`src/rtl/fad_pkg.sv`:
```
package fad_pkg;

    localparam int RateW  = 16;
    localparam int MagW   = 32;
    localparam int TimeW  = 32;
    localparam int HoldW  = 16;
    localparam int CfgIdxW = 8;
    localparam int CfgDataW = 32;

    localparam logic [CfgIdxW-1:0] CfgAgitThrSq  = CfgIdxW'(0);
    localparam logic [CfgIdxW-1:0] CfgStillThrSq = CfgIdxW'(1);
    localparam logic [CfgIdxW-1:0] CfgAgitHoldMs = CfgIdxW'(2);
    localparam logic [CfgIdxW-1:0] CfgStabHoldMs = CfgIdxW'(3);

    // (200 * 131)^2 and (50 * 131)^2 in raw sensor counts
    localparam logic [MagW-1:0]  RstAgitThrSq  = MagW'(686440000);
    localparam logic [MagW-1:0]  RstStillThrSq = MagW'(42902500);
    localparam logic [HoldW-1:0] RstAgitHoldMs = HoldW'(3000);
    localparam logic [HoldW-1:0] RstStabHoldMs = HoldW'(2000);

    typedef struct packed {
        logic [MagW-1:0]  agit_thr_sq;
        logic [MagW-1:0]  still_thr_sq;
        logic [HoldW-1:0] agit_hold_ms;
        logic [HoldW-1:0] stab_hold_ms;
    } t_cfg;

    typedef struct packed {
        logic             valid;
        logic [MagW-1:0]  mag_sq;
        logic [TimeW-1:0] time_ms;
        logic             clear_flags;
    } t_mag_beat;

    typedef struct packed {
        logic fall_event;
        logic agitation_event;
        logic fall_flag;
        logic agitation_flag;
        logic alarm_on;
    } t_result;

endpackage

```
`src/rtl/fad_mag.sv`:
```
module fad_mag (
    input  logic                            i_clk,
    input  logic                            i_rst_n,
    input  logic                            i_valid,
    input  logic signed [fad_pkg::RateW-1:0] i_rate_x,
    input  logic signed [fad_pkg::RateW-1:0] i_rate_y,
    input  logic signed [fad_pkg::RateW-1:0] i_rate_z,
    input  logic [fad_pkg::TimeW-1:0]       i_time_ms,
    input  logic                            i_clear_flags,
    input  logic                            i_dn_ready,
    output logic                            o_ready,
    output fad_pkg::t_mag_beat              o_beat
);

    logic signed [fad_pkg::MagW-1:0] w_ext_x;
    logic signed [fad_pkg::MagW-1:0] w_ext_y;
    logic signed [fad_pkg::MagW-1:0] w_ext_z;
    logic [fad_pkg::MagW-1:0]        w_sq_x;
    logic [fad_pkg::MagW-1:0]        w_sq_y;
    logic [fad_pkg::MagW-1:0]        w_sq_z;
    logic                            r_valid;
    logic [fad_pkg::MagW-1:0]        r_mag_sq;
    logic [fad_pkg::TimeW-1:0]       r_time_ms;
    logic                            r_clear_flags;

    assign w_ext_x = fad_pkg::MagW'(i_rate_x);
    assign w_ext_y = fad_pkg::MagW'(i_rate_y);
    assign w_ext_z = fad_pkg::MagW'(i_rate_z);

    // each square is at most 2^30, so the sum of three fits 32 bits unsigned
    assign w_sq_x = fad_pkg::MagW'(w_ext_x * w_ext_x);
    assign w_sq_y = fad_pkg::MagW'(w_ext_y * w_ext_y);
    assign w_sq_z = fad_pkg::MagW'(w_ext_z * w_ext_z);

    assign o_ready = !r_valid || i_dn_ready;

    always_ff @(posedge i_clk) begin
        if (!i_rst_n) begin
            r_valid <= 1'b0;
        end else if (o_ready) begin
            r_valid <= i_valid;
        end
    end

    always_ff @(posedge i_clk) begin
        if (o_ready && i_valid) begin
            r_mag_sq      <= w_sq_x + w_sq_y + w_sq_z;
            r_time_ms     <= i_time_ms;
            r_clear_flags <= i_clear_flags;
        end
    end

    assign o_beat.valid       = r_valid;
    assign o_beat.mag_sq      = r_mag_sq;
    assign o_beat.time_ms     = r_time_ms;
    assign o_beat.clear_flags = r_clear_flags;

endmodule

```
`src/rtl/fad_detect.sv`:
```
module fad_detect (
    input  logic                i_clk,
    input  logic                i_rst_n,
    input  fad_pkg::t_mag_beat  i_beat,
    input  fad_pkg::t_cfg       i_cfg,
    input  logic                i_stall,
    output logic                o_ready,
    output logic                o_valid,
    output fad_pkg::t_result    o_result
);

    logic                      r_agit_timing;
    logic [fad_pkg::TimeW-1:0] r_agit_start;
    logic                      r_fall_armed;
    logic                      r_still_timing;
    logic [fad_pkg::TimeW-1:0] r_still_start;
    logic                      r_fall_sticky;
    logic                      r_agit_sticky;
    logic                      r_valid;
    fad_pkg::t_result          r_result;

    logic                      n_agit_timing;
    logic [fad_pkg::TimeW-1:0] n_agit_start;
    logic                      n_fall_armed;
    logic                      n_still_timing;
    logic [fad_pkg::TimeW-1:0] n_still_start;
    logic                      n_fall_sticky;
    logic                      n_agit_sticky;
    fad_pkg::t_result          n_result;

    logic                      w_vigorous;
    logic                      w_still;
    logic [fad_pkg::TimeW-1:0] w_still_elapsed;
    logic [fad_pkg::TimeW-1:0] w_agit_elapsed;
    logic                      w_fall_ev;
    logic                      w_agit_ev;
    logic                      w_take;

    assign o_ready = !r_valid || !i_stall;
    assign w_take  = o_ready && i_beat.valid;

    assign w_vigorous      = i_beat.mag_sq > i_cfg.agit_thr_sq;
    assign w_still         = i_beat.mag_sq < i_cfg.still_thr_sq;
    // elapsed time wraps with the timestamp
    assign w_still_elapsed = i_beat.time_ms - r_still_start;
    assign w_agit_elapsed  = i_beat.time_ms - r_agit_start;

    always_comb begin
        n_fall_armed   = r_fall_armed;
        n_still_timing = r_still_timing;
        n_still_start  = r_still_start;
        w_fall_ev      = 1'b0;
        // fall detector gates on the sticky agitation flag from before this beat
        if (w_vigorous && !r_agit_sticky) begin
            n_fall_armed   = 1'b1;
            n_still_timing = 1'b0;
        end else if (r_fall_armed) begin
            if (w_still) begin
                if (!r_still_timing) begin
                    n_still_timing = 1'b1;
                    n_still_start  = i_beat.time_ms;
                end else if (w_still_elapsed >= fad_pkg::TimeW'(i_cfg.stab_hold_ms)) begin
                    n_fall_armed   = 1'b0;
                    n_still_timing = 1'b0;
                    w_fall_ev      = 1'b1;
                end
            end else begin
                n_still_timing = 1'b0;
            end
        end
    end

    always_comb begin
        n_agit_timing = r_agit_timing;
        n_agit_start  = r_agit_start;
        w_agit_ev     = 1'b0;
        if (w_vigorous) begin
            if (!r_agit_timing) begin
                n_agit_timing = 1'b1;
                n_agit_start  = i_beat.time_ms;
            end else if (w_agit_elapsed >= fad_pkg::TimeW'(i_cfg.agit_hold_ms)) begin
                n_agit_timing = 1'b0;
                w_agit_ev     = 1'b1;
            end
        end else begin
            n_agit_timing = 1'b0;
            n_agit_start  = '0;
        end
    end

    always_comb begin
        n_fall_sticky = r_fall_sticky || w_fall_ev;
        n_agit_sticky = r_agit_sticky || w_agit_ev;
        // clear wins over a report on the same beat
        if (i_beat.clear_flags) begin
            n_fall_sticky = 1'b0;
            n_agit_sticky = 1'b0;
        end
        n_result.fall_event      = w_fall_ev;
        n_result.agitation_event = w_agit_ev;
        n_result.fall_flag       = n_fall_sticky;
        n_result.agitation_flag  = n_agit_sticky;
        n_result.alarm_on        = n_fall_sticky || n_agit_sticky;
    end

    always_ff @(posedge i_clk) begin
        if (!i_rst_n) begin
            r_valid        <= 1'b0;
            r_agit_timing  <= 1'b0;
            r_agit_start   <= '0;
            r_fall_armed   <= 1'b0;
            r_still_timing <= 1'b0;
            r_still_start  <= '0;
            r_fall_sticky  <= 1'b0;
            r_agit_sticky  <= 1'b0;
        end else begin
            if (o_ready) begin
                r_valid <= i_beat.valid;
            end
            if (w_take) begin
                r_agit_timing  <= n_agit_timing;
                r_agit_start   <= n_agit_start;
                r_fall_armed   <= n_fall_armed;
                r_still_timing <= n_still_timing;
                r_still_start  <= n_still_start;
                r_fall_sticky  <= n_fall_sticky;
                r_agit_sticky  <= n_agit_sticky;
            end
        end
    end

    always_ff @(posedge i_clk) begin
        if (w_take) begin
            r_result <= n_result;
        end
    end

    assign o_valid  = r_valid;
    assign o_result = r_result;

endmodule

```
`src/rtl/fall_and_agitation_detector.sv`:
```
// Channel   | Direction | Handshake            | Payload
// ----------+-----------+----------------------+----------------------------------------
// sample    | in        | i_valid / o_stall    | i_rate_x/y/z, i_time_ms, i_clear_flags
// result    | out       | o_valid / i_stall    | o_fall_event, o_agitation_event, flags
// config    | in        | i_cfg_valid / ready  | i_cfg_index, i_cfg_data
//
// One sample per cycle sustained while the result is not stalled; each sample is held in
// turn by the input register, squared-magnitude register and detector/result register.
// Synchronous active-low reset clears valids, detector state and loads default config.
// Each stage advances when it is empty or the stage after it moves, so bubbles collapse;
// once all three stages are full, a stalled result holds them all and stalls the input.
module fall_and_agitation_detector (
    input  logic                             i_clk,
    input  logic                             i_rst_n,
    input  logic                             i_valid,
    output logic                             o_stall,
    input  logic signed [fad_pkg::RateW-1:0] i_rate_x,
    input  logic signed [fad_pkg::RateW-1:0] i_rate_y,
    input  logic signed [fad_pkg::RateW-1:0] i_rate_z,
    input  logic [fad_pkg::TimeW-1:0]        i_time_ms,
    input  logic                             i_clear_flags,
    output logic                             o_valid,
    input  logic                             i_stall,
    output logic                             o_fall_event,
    output logic                             o_agitation_event,
    output logic                             o_fall_flag,
    output logic                             o_agitation_flag,
    output logic                             o_alarm_on,
    input  logic                             i_cfg_valid,
    output logic                             o_cfg_ready,
    input  logic [fad_pkg::CfgIdxW-1:0]      i_cfg_index,
    input  logic [fad_pkg::CfgDataW-1:0]     i_cfg_data
);

    logic                             r_in_valid;
    logic signed [fad_pkg::RateW-1:0] r_rate_x;
    logic signed [fad_pkg::RateW-1:0] r_rate_y;
    logic signed [fad_pkg::RateW-1:0] r_rate_z;
    logic [fad_pkg::TimeW-1:0]        r_time_ms;
    logic                             r_clear_flags;
    fad_pkg::t_cfg                    r_cfg;

    logic                             w_mag_ready;
    logic                             w_det_ready;
    logic                             w_in_en;
    fad_pkg::t_mag_beat               w_mag_beat;
    fad_pkg::t_result                 w_result;

    assign w_in_en     = !r_in_valid || w_mag_ready;
    assign o_stall     = !w_in_en;
    assign o_cfg_ready = 1'b1;

    always_ff @(posedge i_clk) begin
        if (!i_rst_n) begin
            r_in_valid <= 1'b0;
        end else if (w_in_en) begin
            r_in_valid <= i_valid;
        end
    end

    always_ff @(posedge i_clk) begin
        if (w_in_en && i_valid) begin
            r_rate_x      <= i_rate_x;
            r_rate_y      <= i_rate_y;
            r_rate_z      <= i_rate_z;
            r_time_ms     <= i_time_ms;
            r_clear_flags <= i_clear_flags;
        end
    end

    always_ff @(posedge i_clk) begin
        if (!i_rst_n) begin
            r_cfg.agit_thr_sq  <= fad_pkg::RstAgitThrSq;
            r_cfg.still_thr_sq <= fad_pkg::RstStillThrSq;
            r_cfg.agit_hold_ms <= fad_pkg::RstAgitHoldMs;
            r_cfg.stab_hold_ms <= fad_pkg::RstStabHoldMs;
        end else if (i_cfg_valid && o_cfg_ready) begin
            unique case (i_cfg_index)
                fad_pkg::CfgAgitThrSq: begin
                    r_cfg.agit_thr_sq <= i_cfg_data[fad_pkg::MagW-1:0];
                end
                fad_pkg::CfgStillThrSq: begin
                    r_cfg.still_thr_sq <= i_cfg_data[fad_pkg::MagW-1:0];
                end
                fad_pkg::CfgAgitHoldMs: begin
                    r_cfg.agit_hold_ms <= i_cfg_data[fad_pkg::HoldW-1:0];
                end
                fad_pkg::CfgStabHoldMs: begin
                    r_cfg.stab_hold_ms <= i_cfg_data[fad_pkg::HoldW-1:0];
                end
                default: begin
                    // drop writes to unmapped indexes
                end
            endcase
        end
    end

    fad_mag u_mag (
        .i_clk         (i_clk),
        .i_rst_n       (i_rst_n),
        .i_valid       (r_in_valid),
        .i_rate_x      (r_rate_x),
        .i_rate_y      (r_rate_y),
        .i_rate_z      (r_rate_z),
        .i_time_ms     (r_time_ms),
        .i_clear_flags (r_clear_flags),
        .i_dn_ready    (w_det_ready),
        .o_ready       (w_mag_ready),
        .o_beat        (w_mag_beat)
    );

    fad_detect u_detect (
        .i_clk    (i_clk),
        .i_rst_n  (i_rst_n),
        .i_beat   (w_mag_beat),
        .i_cfg    (r_cfg),
        .i_stall  (i_stall),
        .o_ready  (w_det_ready),
        .o_valid  (o_valid),
        .o_result (w_result)
    );

    assign o_fall_event      = w_result.fall_event;
    assign o_agitation_event = w_result.agitation_event;
    assign o_fall_flag       = w_result.fall_flag;
    assign o_agitation_flag  = w_result.agitation_flag;
    assign o_alarm_on        = w_result.alarm_on;

endmodule

```
`config.mk`:
```
export PLATFORM = sky130hd
export DESIGN_NAME = fall_and_agitation_detector
export DESIGN_NICKNAME = d
export VERILOG_FILES = /design/src/rtl/fad_pkg.sv /design/src/rtl/fad_mag.sv /design/src/rtl/fad_detect.sv /design/src/rtl/fall_and_agitation_detector.sv
export SDC_FILE = /design/constraint.sdc
export NUM_CORES = 2
export LEC_CHECK = 0
export BUFFER_PORTS_ARGS = -buffer_cell sky130_fd_sc_hd__buf_2
export CORE_AREA = 2 2 238 416
export DETAILED_ROUTE_END_ITERATION = 8
export DIE_AREA = 0 0 240 418
export GPL_TIMING_DRIVEN = 0
export PLACE_DENSITY = 0.67
export SLEW_MARGIN = 20
export SYNTH_ARGS = -nofsm -noshare
export SYNTH_HDL_FRONTEND = slang
export SYNTH_SLANG_ARGS = --single-unit
```
`constraint.sdc`:
```
create_clock -name i_clk -period 9 [get_ports i_clk]
set_input_delay 1.35 -clock i_clk [delete_from_list [all_inputs] [get_ports i_clk]]
set_output_delay 1.35 -clock i_clk [all_outputs]
set_load 0.01 [all_outputs]
```
==> reports/results.tsv <==
stage	metric	value	unit
run_status	status	complete, no violations	
synth	seq_area_frac_synth	0.1822	
floorplan	io_pins	134	
synth	synth-seq-cells	319	
floorplan	die_area	100300	sq um
drt	vias	30560	
worst_setup_path	cp-startpoint	r_rate_y[15]$_DFFE_PP_	
synth	synth_xor_area_frac	0.02324	
worst_setup_path	cp_data_arrival_time	9.08	ns
worst_setup_path	endpoint	u_mag.r_mag_sq[30]$_DFFE_PP_	
synth	netlist_top_cells_area	fa_1 38%, edfxtp_1 10%, ha_1 10%	
synth	syn_inst	4404	
synth	ys_types	81	
timing	fmax	114.0	MHz
cells_and_area	final_cell_mix	1171 x inv_1, 819 x fa_1, 393 x nand2_1	
cells_and_area	final_common_cell	inv_1	
worst_setup_path	reg2reg_from	r_rate_y[15]$_DFFE_PP_	
synth	syn_area_per_cell	9.842	sq um
worst_setup_path	crit_type	reg -> reg	
cells_and_area	multi_input_area	30730	sq um
worst_setup_path	slowest_stage	fa_2	
worst_setup_path	max_stage_delay	0.64	ns
clock_network	cts_tree	yes	
timing	final_hold_viol_count	0	
grt	grt_pass1_wl	191.0	mm
cells_and_area	nFillCells	9113	
cells_and_area	regArea	7898	sq um
clock_network	clock_sinks	319	
clock_network	cts-root-buf	clkbuf_16	
clock_network	cts_buffers	37	
clock_network	path_clk_slew	0.06	ns
floorplan	start_util	0.4481	
timing	slew_headroom	0.3619	
synth	synth_area	43340	sq um
worst_setup_path	path_max_fanout	10	
synth	synth.yosys.warnings	0	
cells_and_area	drive_gt1_frac	0.08248	
synth	synth.mux.area_fraction	0.01048	
synth	synth_edf_count	151	
grt	grt_use_total	0.2578	
hold_path	hold_class	reg -> reg	
floorplan	die_w	240	um
clock_network	clock_path_buffers	3	
grt	grt_max_degree	24	
timing	setup_tns	0	ns
synth	synth_top_area_frac	0.3797	
synth	synthAdderAreaFrac	0.4830	
placement	place_congestion	0.9697	
cells_and_area	nets	5958	
job	cap_violations	0	
timing	tightest_slew	0.9552	ns
drt	route.detailed.drc	0	
synth	synth_compound_area_frac	0.07875	
cells_and_area	finish.instance_area	47880	sq um
worst_setup_path	crit_path_start_kind	flop	
synth	synth_top_area_cell	fa_1	
timing	drv_slew	0	
synth	synth_nets	5710	
clock_network	cts_hold_buffers	0	
worst_setup_path	reg2reg_setup_slack	0.23	ns
floorplan	num_rows	151	
drt	finalWirelength	124.6	mm
timing	period_share	0.9745	
floorplan	core_area	96730	sq um
drt	first_pass_iters	7	
synth	synth_top_family_by_area	adder cells	
grt	grt_pass1_vias	34170	
synth	synthSimpleGateAreaFrac	0.1094	
synth	async_flop_share	0	
cells_and_area	area_growth	10.47	%
placement	hpwl	108.4	mm
drt	ant_nets	0	
grt	overflow	0	
worst_setup_path	cp.required	9.31	ns
worst_setup_path	ff2ff_path_depth	28	
worst_setup_path	crit_top_cell	fa_1	
drt	wl_per_cell	20.82	um
grt	grt_antenna_before_repair	11	
floorplan	chipHeight	418	um
worst_setup_path	r2r_end	u_mag.r_mag_sq[30]$_DFFE_PP_	
timing	layout_min_cycle_time	8.771	ns
synth	synth_ff_type	dfxtp_1	
placement	place_area	45760	sq um
placement	port_buffers	130	
timing	setup_violations	0	
timing	skew	0.06426	ns
drt	drtIter0Drc	1307	
clock_network	htreeDepth	2	
worst_setup_path	crit_path_end_kind	flop	
clock_network	insertion_delay	0.62	ns
drt	via_per_inst	5.107	
-- metal layers --
metal	track usage	routed length, um
met5	0	14
met4	0.2169	13180
met3	0.02989	4495
met2	0.5048	68920
met1	0.2281	37980
-- worst min-delay path by stage --
| stage | startpoint | to | cells after the start |
|---|---|---|---|
| after global placement | r_time_ms[24]$_DFFE_PP_ | u_mag.r_time_ms[24]$_DFFE_PP_ | 0 |
| after floorplan | r_clear_flags$_DFFE_PP_ | u_mag.r_clear_flags$_DFFE_PP_ | 0 |
| after CTS | r_time_ms[14]$_DFFE_PP_ | u_mag.r_time_ms[14]$_DFFE_PP_ | 0 |
| final | r_time_ms[21]$_DFFE_PP_ | u_mag.r_time_ms[21]$_DFFE_PP_ | 0 |
| after global routing | r_time_ms[21]$_DFFE_PP_ | u_mag.r_time_ms[21]$_DFFE_PP_ | 0 |
| after detailed placement | r_time_ms[1]$_DFFE_PP_ | u_mag.r_time_ms[1]$_DFFE_PP_ | 0 |
-- stage by stage --
step                      setup slack [ns]  utilization  hold WS, ns  cells
final                               0.2291       0.4950       0.4148   5984
after global routing              -0.04898       0.4949       0.4215   5981
after CTS                         0.001472       0.4900       0.4148   5935
after detailed placement            -1.701       0.4730       0.4045   5840
after global placement              -1.638       0.4716       0.4036   5834
after floorplan                     0.7729            -       0.4003   4404
-- cell usage after synthesis, types with 19 or more instances --
library cell and instances:
inv_1 1176, and2_1 171, a211oi_1 20, o21ai_0 48
mux2i_1 42, a21oi_1 110, fa_1 822, nand2b_1 36
a21o_1 59, a21boi_0 62, nand4_1 25, xor2_1 25
edfxtp_1 151, nor3_1 19, o211ai_1 55, nor2b_1 111
o21a_1 21, a22oi_1 32, ha_1 358, nand2_1 396
xnor2_1 90, clkbuf_1 116, dfxtp_1 168, nand3_1 29
nor2_1 97
-- final cells by class --
type	instances	area share
inverter	1176	0.09250
antenna	4	0.0002090
clock inverter	14	0.003083
timing repair buffer	213	0.02843
multi-input combinational	2787	0.6417
buffer	118	0.01171
clock buffer	53	0.02349
sequential	319	0.1649
tap	1300	0.03397
-- state kept, by name (all words and copies together) (netlist names), 5 cells and up --
| name | cells |
|---|---|
| r_time_ms | 32 |
| u_mag.r_mag_sq | 32 |
| r_rate_z | 16 |
| r_rate_y | 16 |
| r_rate_x | 16 |
| u_detect.r_still_start | 32 |
| u_detect.o_result | 5 |
| r_cfg | 96 |
| u_mag.r_time_ms | 32 |
| u_detect.r_agit_start | 32 |
-- timing repair --
| action | in CTS | in global routing |
|---|---|---|
| pin swaps | 0 | 7 |
| buffers inserted | 29 | 48 |
| gates resized for setup | 69 | 62 |
| setup endpoints to repair | 13 | 5 |
-- worst max-delay path, delay by kind of cell (launching register included) --
| family | cells | cell delay, ns |
|---|---|---|
| compound gates | 9 | 1.72 |
| xor+xnor | 1 | 0.10 |
| fa+ha+maj | 10 | 4.97 |
| buf+inv | 7 | 0.94 |
| flops | 1 | 0.50 |
| simple gates | 1 | 0.25 |
-- cells by family (layout without fill, tap and decap cells) --
logic type | count (synthesis) | in the layout
other cells | 2 | 6
flops | 319 | 319
xor+xnor | 115 | 115
compound gates | 493 | 493
mux | 45 | 45
simple gates | 952 | 952
fa+ha+maj | 1180 | 1180
buf+inv | 1298 | 1574
Power is not shown: default switching activity piles up to over one toggle a cycle in this logic, so the estimate is an artifact.
